**config.mk**
```make
export PLATFORM = sky130hd
export DESIGN_NAME = extended_gcd_bezout
export DESIGN_NICKNAME = d
export VERILOG_FILES = /design/src/rtl/core/egcd_pkg.sv /design/src/rtl/core/egcd_unit.sv /design/src/rtl/core/egcd_seq.sv /design/src/rtl/core/extended_gcd_bezout.sv
export SDC_FILE = /design/constraint.sdc
export NUM_CORES = 1
export LEC_CHECK = 0
export ABC_CLOCK_PERIOD_IN_PS = 6200
export BUFFER_PORTS_ARGS = -buffer_cell sky130_fd_sc_hd__buf_4
export CAP_MARGIN = 10
export CORE_MARGIN = 2
export CORE_UTILIZATION = 41
export DETAILED_ROUTE_END_ITERATION = 10
export MAX_ROUTING_LAYER = met4
export PLACE_DENSITY_LB_ADDON = 0.25
export SLEW_MARGIN = 25
export SYNTH_ARGS = -nofsm -noshare
export SYNTH_HDL_FRONTEND = slang
export SYNTH_SLANG_ARGS = --single-unit
```
**constraint.sdc**
```tcl
create_clock -name clk -period 6.2 [get_ports clk]
set_input_delay 0.31 -clock clk [delete_from_list [all_inputs] [get_ports clk]]
set_output_delay 0.31 -clock clk [all_outputs]
set_load 0.02 [all_outputs]
```
**src/rtl/core/egcd_pkg.sv**
```systemverilog
package egcd_pkg;

  // operand, coefficient output and shift count widths
  localparam int OPND_W       = 31;
  localparam int COEF_W       = 32;
  localparam int CMP_W        = OPND_W + 1;
  localparam int CNT_W        = 5;
  localparam int EXT_W        = 64;
  localparam int DATA_WIDTH_DEF = 32;

  // input item
  typedef struct packed {
    logic [OPND_W-1:0] value_a;
    logic [OPND_W-1:0] value_b;
  } in_t;

  // result item
  typedef struct packed {
    logic [OPND_W-1:0]        gcd_value;
    logic signed [COEF_W-1:0] coeff_a;
    logic signed [COEF_W-1:0] coeff_b;
  } out_t;

  // sequencer states
  typedef enum logic [1:0] {
    ST_IDLE,
    ST_CHECK,
    ST_ALIGN,
    ST_SUB
  } state_t;

  // requests from the top level to the sequencer
  typedef struct packed {
    logic start;
    logic res_free;
  } seq_ctl_t;

  // status from the sequencer to the top level
  typedef struct packed {
    logic busy;
    logic done;
  } seq_stat_t;

endpackage

```
**src/rtl/core/egcd_unit.sv**
```systemverilog
module egcd_unit #(
  parameter int DATA_WIDTH = egcd_pkg::DATA_WIDTH_DEF
) (
  input  logic [egcd_pkg::OPND_W-1:0] rem,
  input  logic [egcd_pkg::CMP_W-1:0]  opnd,
  input  logic [egcd_pkg::CNT_W-1:0]  cnt,
  input  logic [DATA_WIDTH-1:0]       u0,
  input  logic [DATA_WIDTH-1:0]       v0,
  input  logic [DATA_WIDTH-1:0]       u1,
  input  logic [DATA_WIDTH-1:0]       v1,
  output logic                        take,
  output logic [egcd_pkg::OPND_W-1:0] rem_diff,
  output logic [DATA_WIDTH-1:0]       u_diff,
  output logic [DATA_WIDTH-1:0]       v_diff
);

  logic [DATA_WIDTH-1:0] u1_sh;
  logic [DATA_WIDTH-1:0] v1_sh;

  // shared compare and remainder subtract
  assign take     = {1'b0, rem} >= opnd;
  assign rem_diff = rem - opnd[egcd_pkg::OPND_W-1:0];

  // one quotient bit worth of coefficient update, wraps modulo 2^DATA_WIDTH
  assign u1_sh  = u1 << cnt;
  assign v1_sh  = v1 << cnt;
  assign u_diff = u0 - u1_sh;
  assign v_diff = v0 - v1_sh;

endmodule

```
**src/rtl/core/egcd_seq.sv**
```systemverilog
module egcd_seq #(
  parameter int DATA_WIDTH = egcd_pkg::DATA_WIDTH_DEF
) (
  input  logic                clk,
  input  logic                rst,
  input  egcd_pkg::seq_ctl_t  ctl,
  input  egcd_pkg::in_t       opnds,
  output egcd_pkg::seq_stat_t stat,
  output egcd_pkg::out_t      result
);

  egcd_pkg::state_t state;
  egcd_pkg::state_t state_next;

  logic [egcd_pkg::OPND_W-1:0] r0;
  logic [egcd_pkg::OPND_W-1:0] r1;
  logic [egcd_pkg::OPND_W-1:0] dsh;
  logic [egcd_pkg::CNT_W-1:0]  cnt;
  logic [DATA_WIDTH-1:0]       u0;
  logic [DATA_WIDTH-1:0]       v0;
  logic [DATA_WIDTH-1:0]       u1;
  logic [DATA_WIDTH-1:0]       v1;

  logic [egcd_pkg::CMP_W-1:0]  opnd;
  logic                        take;
  logic [egcd_pkg::OPND_W-1:0] rem_diff;
  logic [DATA_WIDTH-1:0]       u_diff;
  logic [DATA_WIDTH-1:0]       v_diff;
  logic [egcd_pkg::OPND_W-1:0] rem_after;
  logic [DATA_WIDTH-1:0]       u_after;
  logic [DATA_WIDTH-1:0]       v_after;
  logic [egcd_pkg::EXT_W-1:0]  u_ext;
  logic [egcd_pkg::EXT_W-1:0]  v_ext;

  logic r1_zero;
  logic ld_start;
  logic ld_div;
  logic ld_shift;
  logic ld_step;
  logic ld_swap;

  // doubled divisor while aligning, aligned divisor while subtracting
  always_comb begin
    if (state == egcd_pkg::ST_ALIGN) begin
      opnd = {dsh, 1'b0};
    end else begin
      opnd = {1'b0, dsh};
    end
  end

  egcd_unit #(
    .DATA_WIDTH(DATA_WIDTH)
  ) u_unit (
    .rem     (r0),
    .opnd    (opnd),
    .cnt     (cnt),
    .u0      (u0),
    .v0      (v0),
    .u1      (u1),
    .v1      (v1),
    .take    (take),
    .rem_diff(rem_diff),
    .u_diff  (u_diff),
    .v_diff  (v_diff)
  );

  assign r1_zero   = (r1 == '0);
  assign rem_after = take ? rem_diff : r0;
  assign u_after   = take ? u_diff : u0;
  assign v_after   = take ? v_diff : v0;

  // next state
  always_comb begin
    state_next = state;
    case (state)
      egcd_pkg::ST_IDLE: begin
        if (ctl.start) begin
          state_next = egcd_pkg::ST_CHECK;
        end
      end
      egcd_pkg::ST_CHECK: begin
        if (!r1_zero) begin
          state_next = egcd_pkg::ST_ALIGN;
        end else if (ctl.res_free) begin
          state_next = egcd_pkg::ST_IDLE;
        end
      end
      egcd_pkg::ST_ALIGN: begin
        if (!take) begin
          state_next = egcd_pkg::ST_SUB;
        end
      end
      egcd_pkg::ST_SUB: begin
        if (cnt == '0) begin
          state_next = egcd_pkg::ST_CHECK;
        end
      end
      default: begin
        state_next = egcd_pkg::ST_IDLE;
      end
    endcase
  end

  // register load controls and status
  always_comb begin
    ld_start  = 1'b0;
    ld_div    = 1'b0;
    ld_shift  = 1'b0;
    ld_step   = 1'b0;
    ld_swap   = 1'b0;
    stat.done = 1'b0;
    stat.busy = (state != egcd_pkg::ST_IDLE);
    case (state)
      egcd_pkg::ST_IDLE: begin
        ld_start = ctl.start;
      end
      egcd_pkg::ST_CHECK: begin
        ld_div    = !r1_zero;
        stat.done = r1_zero && ctl.res_free;
      end
      egcd_pkg::ST_ALIGN: begin
        ld_shift = take;
      end
      egcd_pkg::ST_SUB: begin
        ld_step = (cnt != '0);
        ld_swap = (cnt == '0);
      end
      default: begin
        ld_start = 1'b0;
      end
    endcase
  end

  always_ff @(posedge clk) begin
    if (rst) begin
      state <= egcd_pkg::ST_IDLE;
    end else begin
      state <= state_next;
    end
  end

  // remainder and coefficient registers
  always_ff @(posedge clk) begin
    if (ld_start) begin
      r0 <= opnds.value_a;
      r1 <= opnds.value_b;
      u0 <= DATA_WIDTH'(1);
      v0 <= '0;
      u1 <= '0;
      v1 <= DATA_WIDTH'(1);
    end
    if (ld_div) begin
      dsh <= r1;
      cnt <= '0;
    end
    if (ld_shift) begin
      dsh <= opnd[egcd_pkg::OPND_W-1:0];
      cnt <= cnt + 1'b1;
    end
    if (ld_step) begin
      r0  <= rem_after;
      u0  <= u_after;
      v0  <= v_after;
      dsh <= dsh >> 1;
      cnt <= cnt - 1'b1;
    end
    if (ld_swap) begin
      r0 <= r1;
      r1 <= rem_after;
      u0 <= u1;
      v0 <= v1;
      u1 <= u_after;
      v1 <= v_after;
    end
  end

  // coefficients sign-extended, then cut to the output width
  assign u_ext = egcd_pkg::EXT_W'($signed(u0));
  assign v_ext = egcd_pkg::EXT_W'($signed(v0));

  assign result.gcd_value = r0;
  assign result.coeff_a   = $signed(u_ext[egcd_pkg::COEF_W-1:0]);
  assign result.coeff_b   = $signed(v_ext[egcd_pkg::COEF_W-1:0]);

  // a start always leads to the zero test of the new pair
  a_start_check: assert property (@(posedge clk) disable iff (rst)
    ctl.start && state == egcd_pkg::ST_IDLE |=> state == egcd_pkg::ST_CHECK)
    else $error("start did not reach the zero test");

  // the aligned divisor is always the divisor shifted by the count
  a_align_shift: assert property (@(posedge clk) disable iff (rst)
    (state == egcd_pkg::ST_ALIGN || state == egcd_pkg::ST_SUB) |->
      ((dsh >> cnt) == r1))
    else $error("aligned divisor lost track of the divisor");

  // done only when the remainder pair has run out
  a_done_zero: assert property (@(posedge clk) disable iff (rst)
    stat.done |-> (state == egcd_pkg::ST_CHECK && r1_zero))
    else $error("done raised before the remainder reached zero");

  // the divisor never aligns past the dividend
  a_align_bound: assert property (@(posedge clk) disable iff (rst)
    (state == egcd_pkg::ST_ALIGN) |-> (dsh <= r0 || cnt == '0))
    else $error("divisor aligned past the dividend");

  // partial remainder stays below twice the aligned divisor
  a_sub_bound: assert property (@(posedge clk) disable iff (rst)
    (state == egcd_pkg::ST_SUB) |-> ({1'b0, r0} < {dsh, 1'b0}))
    else $error("partial remainder outgrew the aligned divisor");

endmodule

```
**src/rtl/core/extended_gcd_bezout.sv**
```systemverilog
// channel | direction | handshake             | payload
// --------+-----------+-----------------------+-------------------------------------
// in      | input     | in_valid / in_stall   | in_data: value_a, value_b
// out     | output    | out_valid / out_stall | out_data: gcd_value, coeff_a, coeff_b
//
// one item at a time through a shared compare/subtract and shift/subtract unit.
// each Euclid step doubles the divisor while its double does not exceed the
// remainder, then subtracts it while halving it back; a zero value_b goes
// straight to the output.
// reset clears the sequencer and the output valid; data registers are not reset.
// in_stall is high while an item is in work; a finished item waits in the output
// register, and the next item may be accepted while it waits.
module extended_gcd_bezout #(
  parameter int DATA_WIDTH = egcd_pkg::DATA_WIDTH_DEF
) (
  input  logic           clk,
  input  logic           rst,
  input  logic           in_valid,
  output logic           in_stall,
  input  egcd_pkg::in_t  in_data,
  output logic           out_valid,
  input  logic           out_stall,
  output egcd_pkg::out_t out_data
);

  egcd_pkg::seq_ctl_t  ctl;
  egcd_pkg::seq_stat_t stat;
  egcd_pkg::out_t      result;

  // input accept and output register space
  assign in_stall     = stat.busy;
  assign ctl.start    = in_valid && !stat.busy;
  assign ctl.res_free = !out_valid || !out_stall;

  egcd_seq #(
    .DATA_WIDTH(DATA_WIDTH)
  ) u_seq (
    .clk   (clk),
    .rst   (rst),
    .ctl   (ctl),
    .opnds (in_data),
    .stat  (stat),
    .result(result)
  );

  // output register
  always_ff @(posedge clk) begin
    if (rst) begin
      out_valid <= 1'b0;
    end else if (stat.done) begin
      out_valid <= 1'b1;
    end else if (!out_stall) begin
      out_valid <= 1'b0;
    end
  end

  always_ff @(posedge clk) begin
    if (stat.done) begin
      out_data <= result;
    end
  end

endmodule
```
# After elaboration in Yosys (flattened, before gate mapping)
# Index checks and enable logic that the tools add are counted.
# word_totals
register_bits,324
latch_bits,0
ram_bits,0
rom_bits,0
in_bits,66
out_inout_bits,97
wordCells,84
mem_count,0
# op_classes
addsub,5
mul,0
div_mod_pow,0
n_lt_le_gt_ge,1
n_eq_ne,8
n_shift,2
mux,37
bitwise_logic,0
n_reduce_logical,17
# ops
op,count
32-bit 2-to-1 mux,11
31-bit 2-to-1 mux,8
32-bit by 5-bit left shift with 32-bit output,2
32-bit subtractor,2
31-bit by 32-bit >= comparator with 1-bit output,1
31-bit logical NOT,1
31-bit subtractor,1
30-bit 2-to-1 mux,1
5-bit 2-to-1 mux,3
2-bit 2-to-1 mux,5
1-bit 2-to-1 mux,8
2-bit one-hot mux with 4 select lines,1
2-bit by 1-bit inequality test with 1-bit output (second input constant),3
2-bit nonzero test,3
3-bit nonzero test,2
5-bit by 1-bit adder with 5-bit output (second input constant),1
5-bit logical NOT,1
5-bit nonzero test,1
5-bit by 1-bit subtractor with 5-bit output (second input constant),1
2-bit == test (second input constant),2
1-bit logical NOT,4
4-bit AND reduction,1
3-bit by 2-bit inequality test with 1-bit output (second input constant),1
2-bit by 1-bit == test with 1-bit output (second input constant),1
4 further kinds,5

# Logic depth before layout (Yosys ltp)
# Gate-level depths: netlist (run 1).
# depth
depth_word,7
ltp_mapped,22
mapped_depth_nobuf,19

# Modules after synthesis
# A second synthesis (run 1) with hierarchy kept.
# hier_totals
hier_cells,2141
area_unflattened_um2,22122.5
# by_module_without_submodules
module,instances,cells_per_inst,area_each_um2,seq_area_each_um2
egcd_seq,1,929,11457.2,6816.5
egcd_unit,1,1112,7773.7,0.0
extended_gcd_bezout,1,100,2891.5,2872.8

# Worst setup path before layout (run 1)
# No wires, ideal clock.
# synth_timing
path_type,reg-to-reg
start,register u_seq.r1[21] (netlist bit)
end,register out_data[0] (netlist bit) (enable)
setup_time_ns,0.580
t_arrival_ns,5.579
required_ns,5.620
slack_ns,0.041
path_stages_with_launch,6
n_path_buf,0
synth_period_minus_slack_ns,6.159
cell_sequence,edfxtp_1 nor4_1 nand4_1 nor2_1 nand2_1 a21oi_1
# synth_lines
item,line,rtl
from (decl),egcd_seq.sv:16,logic [egcd_pkg::OPND_W-1:0] r1;
from (signal assigned),egcd_seq.sv:146,r1 <= opnds.value_b;
from (signal assigned),egcd_seq.sv:169,r1 <= rem_after;
to (signal assigned),extended_gcd_bezout.sv:59,out_data <= result;
to (decl),extended_gcd_bezout.sv:23,output egcd_pkg::out_t out_data

# Final worst setup path (run 1)
# layout_timing
start,register u_seq.state[0]
end,register u_seq.u0[18] (data pin)
# layout_between
elab_chain_cells,6
word_cells_on_any_way,9
cone_classes,order compare (1); eq/ne (2); mux (6)
# layout_lines
item,line,rtl
from (decl),egcd_seq.sv:12,egcd_pkg::state_t state;
from (signal assigned),egcd_seq.sv:136,state <= egcd_pkg::ST_IDLE;
from (signal assigned),egcd_seq.sv:138,state <= state_next;
2-bit == test,egcd_seq.sv:44,if (state == egcd_pkg::ST_ALIGN) begin
32-bit 2-to-1 mux,egcd_seq.sv:44,
31-bit by 32-bit >= comparator with 1-bit output,egcd_unit.sv:21,"assign take = {1'b0, rem} >= opnd;"
32-bit 2-to-1 mux,egcd_seq.sv:69,assign u_after = take ? u_diff : u0;
32-bit 2-to-1 mux,egcd_seq.sv:160,if (ld_step) begin
32-bit 2-to-1 mux (*),egcd_seq.sv:167,if (ld_swap) begin
to (signal assigned),egcd_seq.sv:162,u0 <= u_after;
to (signal assigned),egcd_seq.sv:170,u0 <= u1;
to (decl),egcd_seq.sv:19,logic [DATA_WIDTH-1:0] u0;
# Every way passes the cells marked *; elsewhere a longest branch is shown, timed or not.
# A chain may end at the register's enable or synchronous reset.

==> flow_summary.ini, run 1 <==
[floorplan]
ioPinCount = 163
start_util_pct = 41.47
die_h_um = 237.5
rows = 85
core_area_mm2 = 0.05392
dieWidth_um = 237.5
dieArea_mm2 = 0.05642

[logic_synthesis]
async_reset_ff_share_pct = 0
yosys.area.top_type_share_pct = 42.97
synth.area.top_cells = edfxtp_1 (43%), mux2i_1 (7.5%), ha_1 (5.8%), a21oi_1 (4.3%), nand2_1 (4.3%)
synth_flop_cell = edfxtp_1
synth_edf_count = 320
syn_inst = 2301
synth_seq_cells = 324
ys_warn_count = 0
avgSynthCellArea_um2 = 9.718
synth_cell_types = 80
syn_nets = 2473
synth_top_area_cell = edfxtp_1
yosysSeqAreaShare_pct = 43.33
synthesis.area_mm2 = 0.02236

[timing]
rsz0062_at_grt = false
hold_violations = 0
fmax_ghz = 0.1986
worst-slew-pin-transition_ns = 0.9558
setup_viol = 0
fin_worst_skew_ns = 0.01589
setup_tns_ns = 0
final_max_slew_viol_count = 0
relSlewSlack_pct = 36.28
timing.final.crit_share_pct = 81.22
finalCriticalPeriod_ns = 5.036

[finish]
layout.cells.non_filler = 3151
area_delta_synth_final_pct = 16.19
drive_above_1_share_pct = 14.26
fin_nets = 2597
diodes = 0
n_fill_cell = 4970

[routing]
dr.max_layer_used = met4
wl_met1_mm = 30.52
post-route-drc-count = 0
drt_pass1_iterations = 8
ant_nets = 0
vias_per_cell = 5.946
wl_met3_mm = 3.446
vias = 18740
wl_met2_mm = 32.53
drt_iter0_drc = 1483
totalWireLength_mm = 68.42
wire_per_inst_um = 21.71

[clock_tree]
clockRootBuffer = clkbuf_16
cts.path.max_buffers = 3
clkTransAtPathRegs_ns = 0.07
cts_tree = yes
clock-sinks = 324
numCtsBuffers = 41
clk_latency_ns = 0.58
cts_setup_buffers = 0
cts.htree.levels = 2

[global_route]
gr-usage-all-layers_pct = 24.59
grt_max_degree = 87
grt_pass1_vias = 18440
overflow = 0
antenna_found_initial = 0
grt_pass1_wl_mm = 105.8

[worst_setup_path]
crit_slowest_cell = o21a_4
path_max_fanout = 38
arrival_ns = 5.32
path_class = flop to flop
end_kind = flop
start_kind = flop
max_stage_delay_ns = 0.74
critical_path_required_ns = 6.49
path_cells = inv_1, ha_2, buf_4, mux2i_1, fa_1, a211oi_1, o211ai_1, a22oi_1, a21oi_1, o21a_4, buf_12, mux2i_1, a21oi_1

[power_and_ir_drop]
power_switching_mw = 3.547
ir_drop_uv = 237.9
comb_power_share_pct = 41.1
intPower_mw = 5.680
clock_power_share_pct = 28.0
powerDensity_mw_per_mm2 = 355.1
p_seq_share_pct = 30.9
power_mw = 9.227
total_leakage_power_nw = 10.08
switching_share_pct = 38.44

[placed_design]
place_congestion = 0.9572
numPortBuffers = 162
place.detailed.instances = 3048
hpwlAfterDp_mm = 48.50

[hold_path]
hold_path.class = input pin to flop

[status]
outcome = completed

[flow_run]
drv_cap = 0
sequential cells by signal, summed over array words and instances (netlist names):
| signal | cells |
|---|---|
| out_data | 95 |
| u_seq.u0 | 32 |
| u_seq.u1 | 32 |
| u_seq.v0 | 32 |
| u_seq.v1 | 32 |
| u_seq.dsh | 31 |
| u_seq.r0 | 31 |
| u_seq.r1 | 31 |
| u_seq.cnt | 5 |
| u_seq.state | 2 |
| out_valid | 1 |
cell families after synthesis:
| family | count (synthesis) | share of synthesized area, % |
|---|---|---|
| AO/OA/AOI/OAI | 677 | 18.81 |
| flip-flops | 324 | 43.33 |
| XOR/XNOR | 60 | 2.350 |
| multiplexers | 220 | 11.50 |
| AND/OR/NAND/NOR | 719 | 14.43 |
| adder cells (fa/ha/maj) | 106 | 6.032 |
| buffers and inverters | 195 | 3.542 |
cells in the final DEF, fill, tap and decap left out, types with 11 or more instances in the layout:
cell type / count
a31oi_1: 25
xnor2_1: 37
nand3_1: 41
and3_1: 24
o21ai_0: 188
nand4_1: 25
a211oi_1: 76
ha_1: 101
a21o_1: 55
mux2_2: 25
nor4_1: 14
clkbuf_16: 43
nor3_1: 36
o211ai_1: 20
edfxtp_1: 320
or3_1: 11
mux2i_1: 168
o21a_1: 19
buf_4: 197
nor2b_1: 18
nand2_1: 252
nor2_1: 229
a21oi_1: 191
and2_1: 14
mux4_2: 27
inv_1: 42
dlygate4sd3_1: 30
o31a_1: 11
xor2_1: 23
nand2b_1: 20
stage by stage:
step | hold slack [ns] | cell area (µm²) | worst slack, ns | utilization, %
6_report | 0.02081 | 25980 | 1.164 | 48.18
5_1_grt | 0.02459 | 25980 | 0.7892 | 48.18
4_1_cts | 0.0006046 | 25980 | 1.182 | 48.18
3_5_place_dp | 0.4823 | 24240 | 1.195 | 44.96
3_3_place_gp | 0.4890 | 24240 | 1.363 | 44.96
2_1_floorplan | 0.3791 | 22360 | 0.04106 | -
worst paths after layout:
check / startpoint / end / slack [ns] / cells past startpoint
worst min register to register: u_seq.v0[0]$_DFFE_PP_ / out_data[0]$_DFFE_PP_ / 0.50 / 0
worst max register to register: u_seq.state[0]$_SDFFE_PP0P_ / u_seq.u0[18]$_DFFE_PP_ / 1.16 / 13
worst max-delay path: u_seq.state[0]$_SDFFE_PP0P_ / u_seq.u0[18]$_DFFE_PP_ / 1.16 / 13
worst min-delay path: in_data[7] / u_seq.r1[7]$_DFFE_PP_ / 0.02 / 3
worst max-delay path, delay by kind of cell, from the launching register on:
kind,cells,cell delay (ns)
muxes,2,0.62
AOI/OAI and AO/OA,6,2.06
DFF,1,0.34
adders and majority gates,2,1.01
buffers and inverters,3,0.67
metal layers:
layer	track usage, %	vias to the layer above
met4	8.100	0
met5	-	-
met2	40.18	564
li1	-	8935
met1	31.61	9121
met3	3.368	116
Yosys cell counts, types with 27 or more instances:
cell type / n
mux4_2: 27
mux2i_1: 168
nand3_1: 42
a211oi_1: 76
buf_2: 33
a21o_1: 55
nand2_1: 256
inv_1: 43
xnor2_1: 37
ha_1: 103
edfxtp_1: 320
o21ai_0: 188
nor2_1: 231
clkbuf_1: 103
nor3_1: 36
a21oi_1: 192
power by group through the flow:
stage,sequential [mW],clock (mW),combinational [mW]
6_report,2.85,2.58,3.80
5_1_grt,2.87,2.69,4.17
4_1_cts,2.85,2.63,3.76
3_5_place_dp,2.89,0,3.72
3_3_place_gp,2.89,0,3.68
2_1_floorplan,2.80,0,2.84
timing repair:
item	CTS	global route
hold endpoints to repair	32	0
gates resized for setup	0	0
hold buffers	30	0
final cells by class:
cell class	instances	area, µm²	share of cell area [%]
clock buffer	51	1126	4.334
inverter	46	172.7	0.6646
clock inverter	22	311.5	1.199
tap	696	870.8	3.352
multi-input combinational	1782	11970	46.08
sequential	324	9689	37.29
timing repair buffer	230	1839	7.079
(Power assumes the default switching activity.)
==> run 2: changes to the inputs <==
- ABC_CLOCK_PERIOD_IN_PS: 6200 -> 4100
- clock period: 6.2 -> 4.1 ns (I/O delays scaled with it)
==> run 2 against run 1 <==
Effect of this change: the run now ends with setup timing left; first-iteration DRC count up 14%; clock skew is 0.0075 ns higher; non-clock buffer count is 276 higher; sequential power is 51% higher; combinational power is 100% higher; fmax increased by 20%; hold slack improved by 0.011 ns; clock power increased by 29%; total power grew 65%; flip-flop and latch count stayed put; final area up 12%; die area unchanged.
==> flow_summary.ini, run 2 (synthesis gave the netlist of run 1 again) <==
[finish]
final_util_pct = 54.08
diodes = 0
fin_nets = 2870
final_common_cell = buf_4
drive_above_1_share_pct = 26.84
top_register = out_data
area_delta_synth_final_pct = 30.42
final_area_mm2 = 0.02916
layout_common_cells = buf_4 (405), edfxtp_1 (320), nand2_1 (246)
largest_reg_flops = 95

[routing]
totalWireLength_mm = 74.31
drt_pass1_iterations = 5
wire_per_inst_um = 21.73
ant_nets = 0
post-route-drc-count = 0
drt_iter0_drc = 1684
vias_per_cell = 5.877
vias = 20100

[floorplan]
dieArea_mm2 = 0.05642
dieWidth_um = 237.5
rows = 85
core_area_mm2 = 0.05392
die_h_um = 237.5
start_util_pct = 41.47
ioPinCount = 163

[placed_design]
dpl_cell_area_mm2 = 0.02612
numPortBuffers = 162
hpwlAfterDp_mm = 51.74
place_congestion = 0.9701
place_ws_ns = -0.1982

[timing]
fmax_ghz = 0.2393
relSlewSlack_pct = 34.52
timing.final.crit_share_pct = 101.9
fin_worst_skew_ns = 0.02337
timing.final.ws_setup_ns = -0.07960
final_max_slew_viol_count = 0
setup_viol = 5
hold_violations = 0
rsz0062_at_grt = true
fin_hold_ws_ns = 0.03146
worst-slew-pin-transition_ns = 0.9798
finalCriticalPeriod_ns = 4.180

[worst_setup_path]
r2r-end = u_seq.v0[28]$_DFFE_PP_
path_class = flop to flop
critical_path_required_ns = 4.38
end_kind = flop
critPathCapture = u_seq.v0[28]$_DFFE_PP_
worstReg2RegStart = u_seq.cnt[1]$_DFFE_PP_
crit_start = u_seq.cnt[1]$_DFFE_PP_
arrival_ns = 4.46
start_kind = flop
path_max_fanout = 10
r2r_setup_slack_ns = -0.08
reg2reg_depth = 19

[global_route]
grt_max_degree = 143
grt_use_met3_pct = 3.461
antenna_found_initial = 1
grt_pass1_wl_mm = 113.0
grt.met2_usage_pct = 43.38
gr-usage-all-layers_pct = 26.29
overflow = 0
grt.busiest_layer = met2
gr-usage-met1_pct = 33.74
grt_pass1_vias = 19740

[clock_tree]
clockRootBuffer = clkbuf_16
cts.htree.levels = 2
cts.path.max_buffers = 3
clk_latency_ns = 0.57
cts_tree = yes
clkTransAtPathRegs_ns = 0.07
numCtsBuffers = 38
clock-sinks = 324

[hold_path]
hold_path_startpoint = in_data[57]
worstHoldPathCells = 3
hold_path.class = input pin to flop

[flow_run]
drv_cap = 0

[power_and_ir_drop]
powerDensity_mw_per_mm2 = 522.0
total_leakage_power_nw = 11.52
ir_drop_uv = 366.3
power_mw = 15.22

[status]
outcome = finished, violations left
failed_checks = setup timing
[run 2: cell types whose count changed in the layout (fill, tap and decap cells not counted), moves of 23 or more]
cell           before  now
a21oi_1           191  158
o21ai_0           188  165
buf_4             197  405
dlygate4sd3_1      30   64
a21oi_2             0   30
mux2i_1           168  145
[run 2: worst min-delay path by stage]
stage,end,slack [ns]
after floorplan,out_valid$_SDFFE_PP0P_,0.27
after global placement,out_valid$_SDFFE_PP0P_,0.41
after detailed placement,out_valid$_SDFFE_PP0P_,0.41
after CTS,u_seq.r0[26]$_DFFE_PP_,0.005
after global routing,u_seq.r0[26]$_DFFE_PP_,0.08
final,u_seq.r0[26]$_DFFE_PP_,0.03
[run 2: routing by layer]
metal	vias up	share of wire [%]
met5	-	0
met4	0	3.0
met3	146	5.4
met2	634	48
met1	9858	44
li1	9460	-
[run 2: timing repair]
action	in CTS	in global routing
endpoints found under the hold margin	66	0
cloned	0	4
endpoints found under the setup margin	74	129
pin swaps	5	42
setup buffers	0	20
gates resized for setup	52	164
hold buffers	64	0
[run 2: critical path: stages, from the launching register on]
cell and delay, ns:
edfxtp_1 0.43, buf_4 0.18, clkbuf_16 0.17, mux2i_2 0.25, a21oi_1 0.13, buf_4 0.15, mux2i_1 0.18, nand2_1 0.09
o211a_1 0.14, a21oi_1 0.27, ha_1 0.31, a21o_1 0.16, a21o_1 0.19, a21o_1 0.18, a211o_1 0.28, o211ai_1 0.14
o311ai_1 0.16, buf_4 0.17, mux2i_2 0.20, a31oi_1 0.12
[run 2: per-stage QoR]
| stage | std cells | setup TNS (ns) |
|---|---|---|
| 4_1_cts | 3396 | -0.03298 |
| 3_5_place_dp | 3266 | -3.325 |
| 6_report | 3420 | -0.1700 |
| 3_3_place_gp | 3266 | -2.055 |
| 5_1_grt | 3420 | -2.811 |
| 2_1_floorplan | 2301 | 0 |
[run 2: final cells by class]
type	count	area, µm²
multi-input cells	1782	12900
repair buffers	506	4340
inverters	46	173.9
clock inverters	21	188.9
well taps	696	870.8
fillers	4861	24760
flip-flops and latches	324	9689
clock buffers	45	998.5
[run 2: power breakdown]
group / internal, mW / leakage [nW] / total, mW / switching [mW]
clock network: 1.88 / 0.574 / 3.32 / 1.44
registers: 4.00 / 3.08 / 4.31 / 0.312
logic: 3.39 / 7.87 / 7.59 / 4.20
total: 9.27 / 11.5 / 15.2 / 5.95
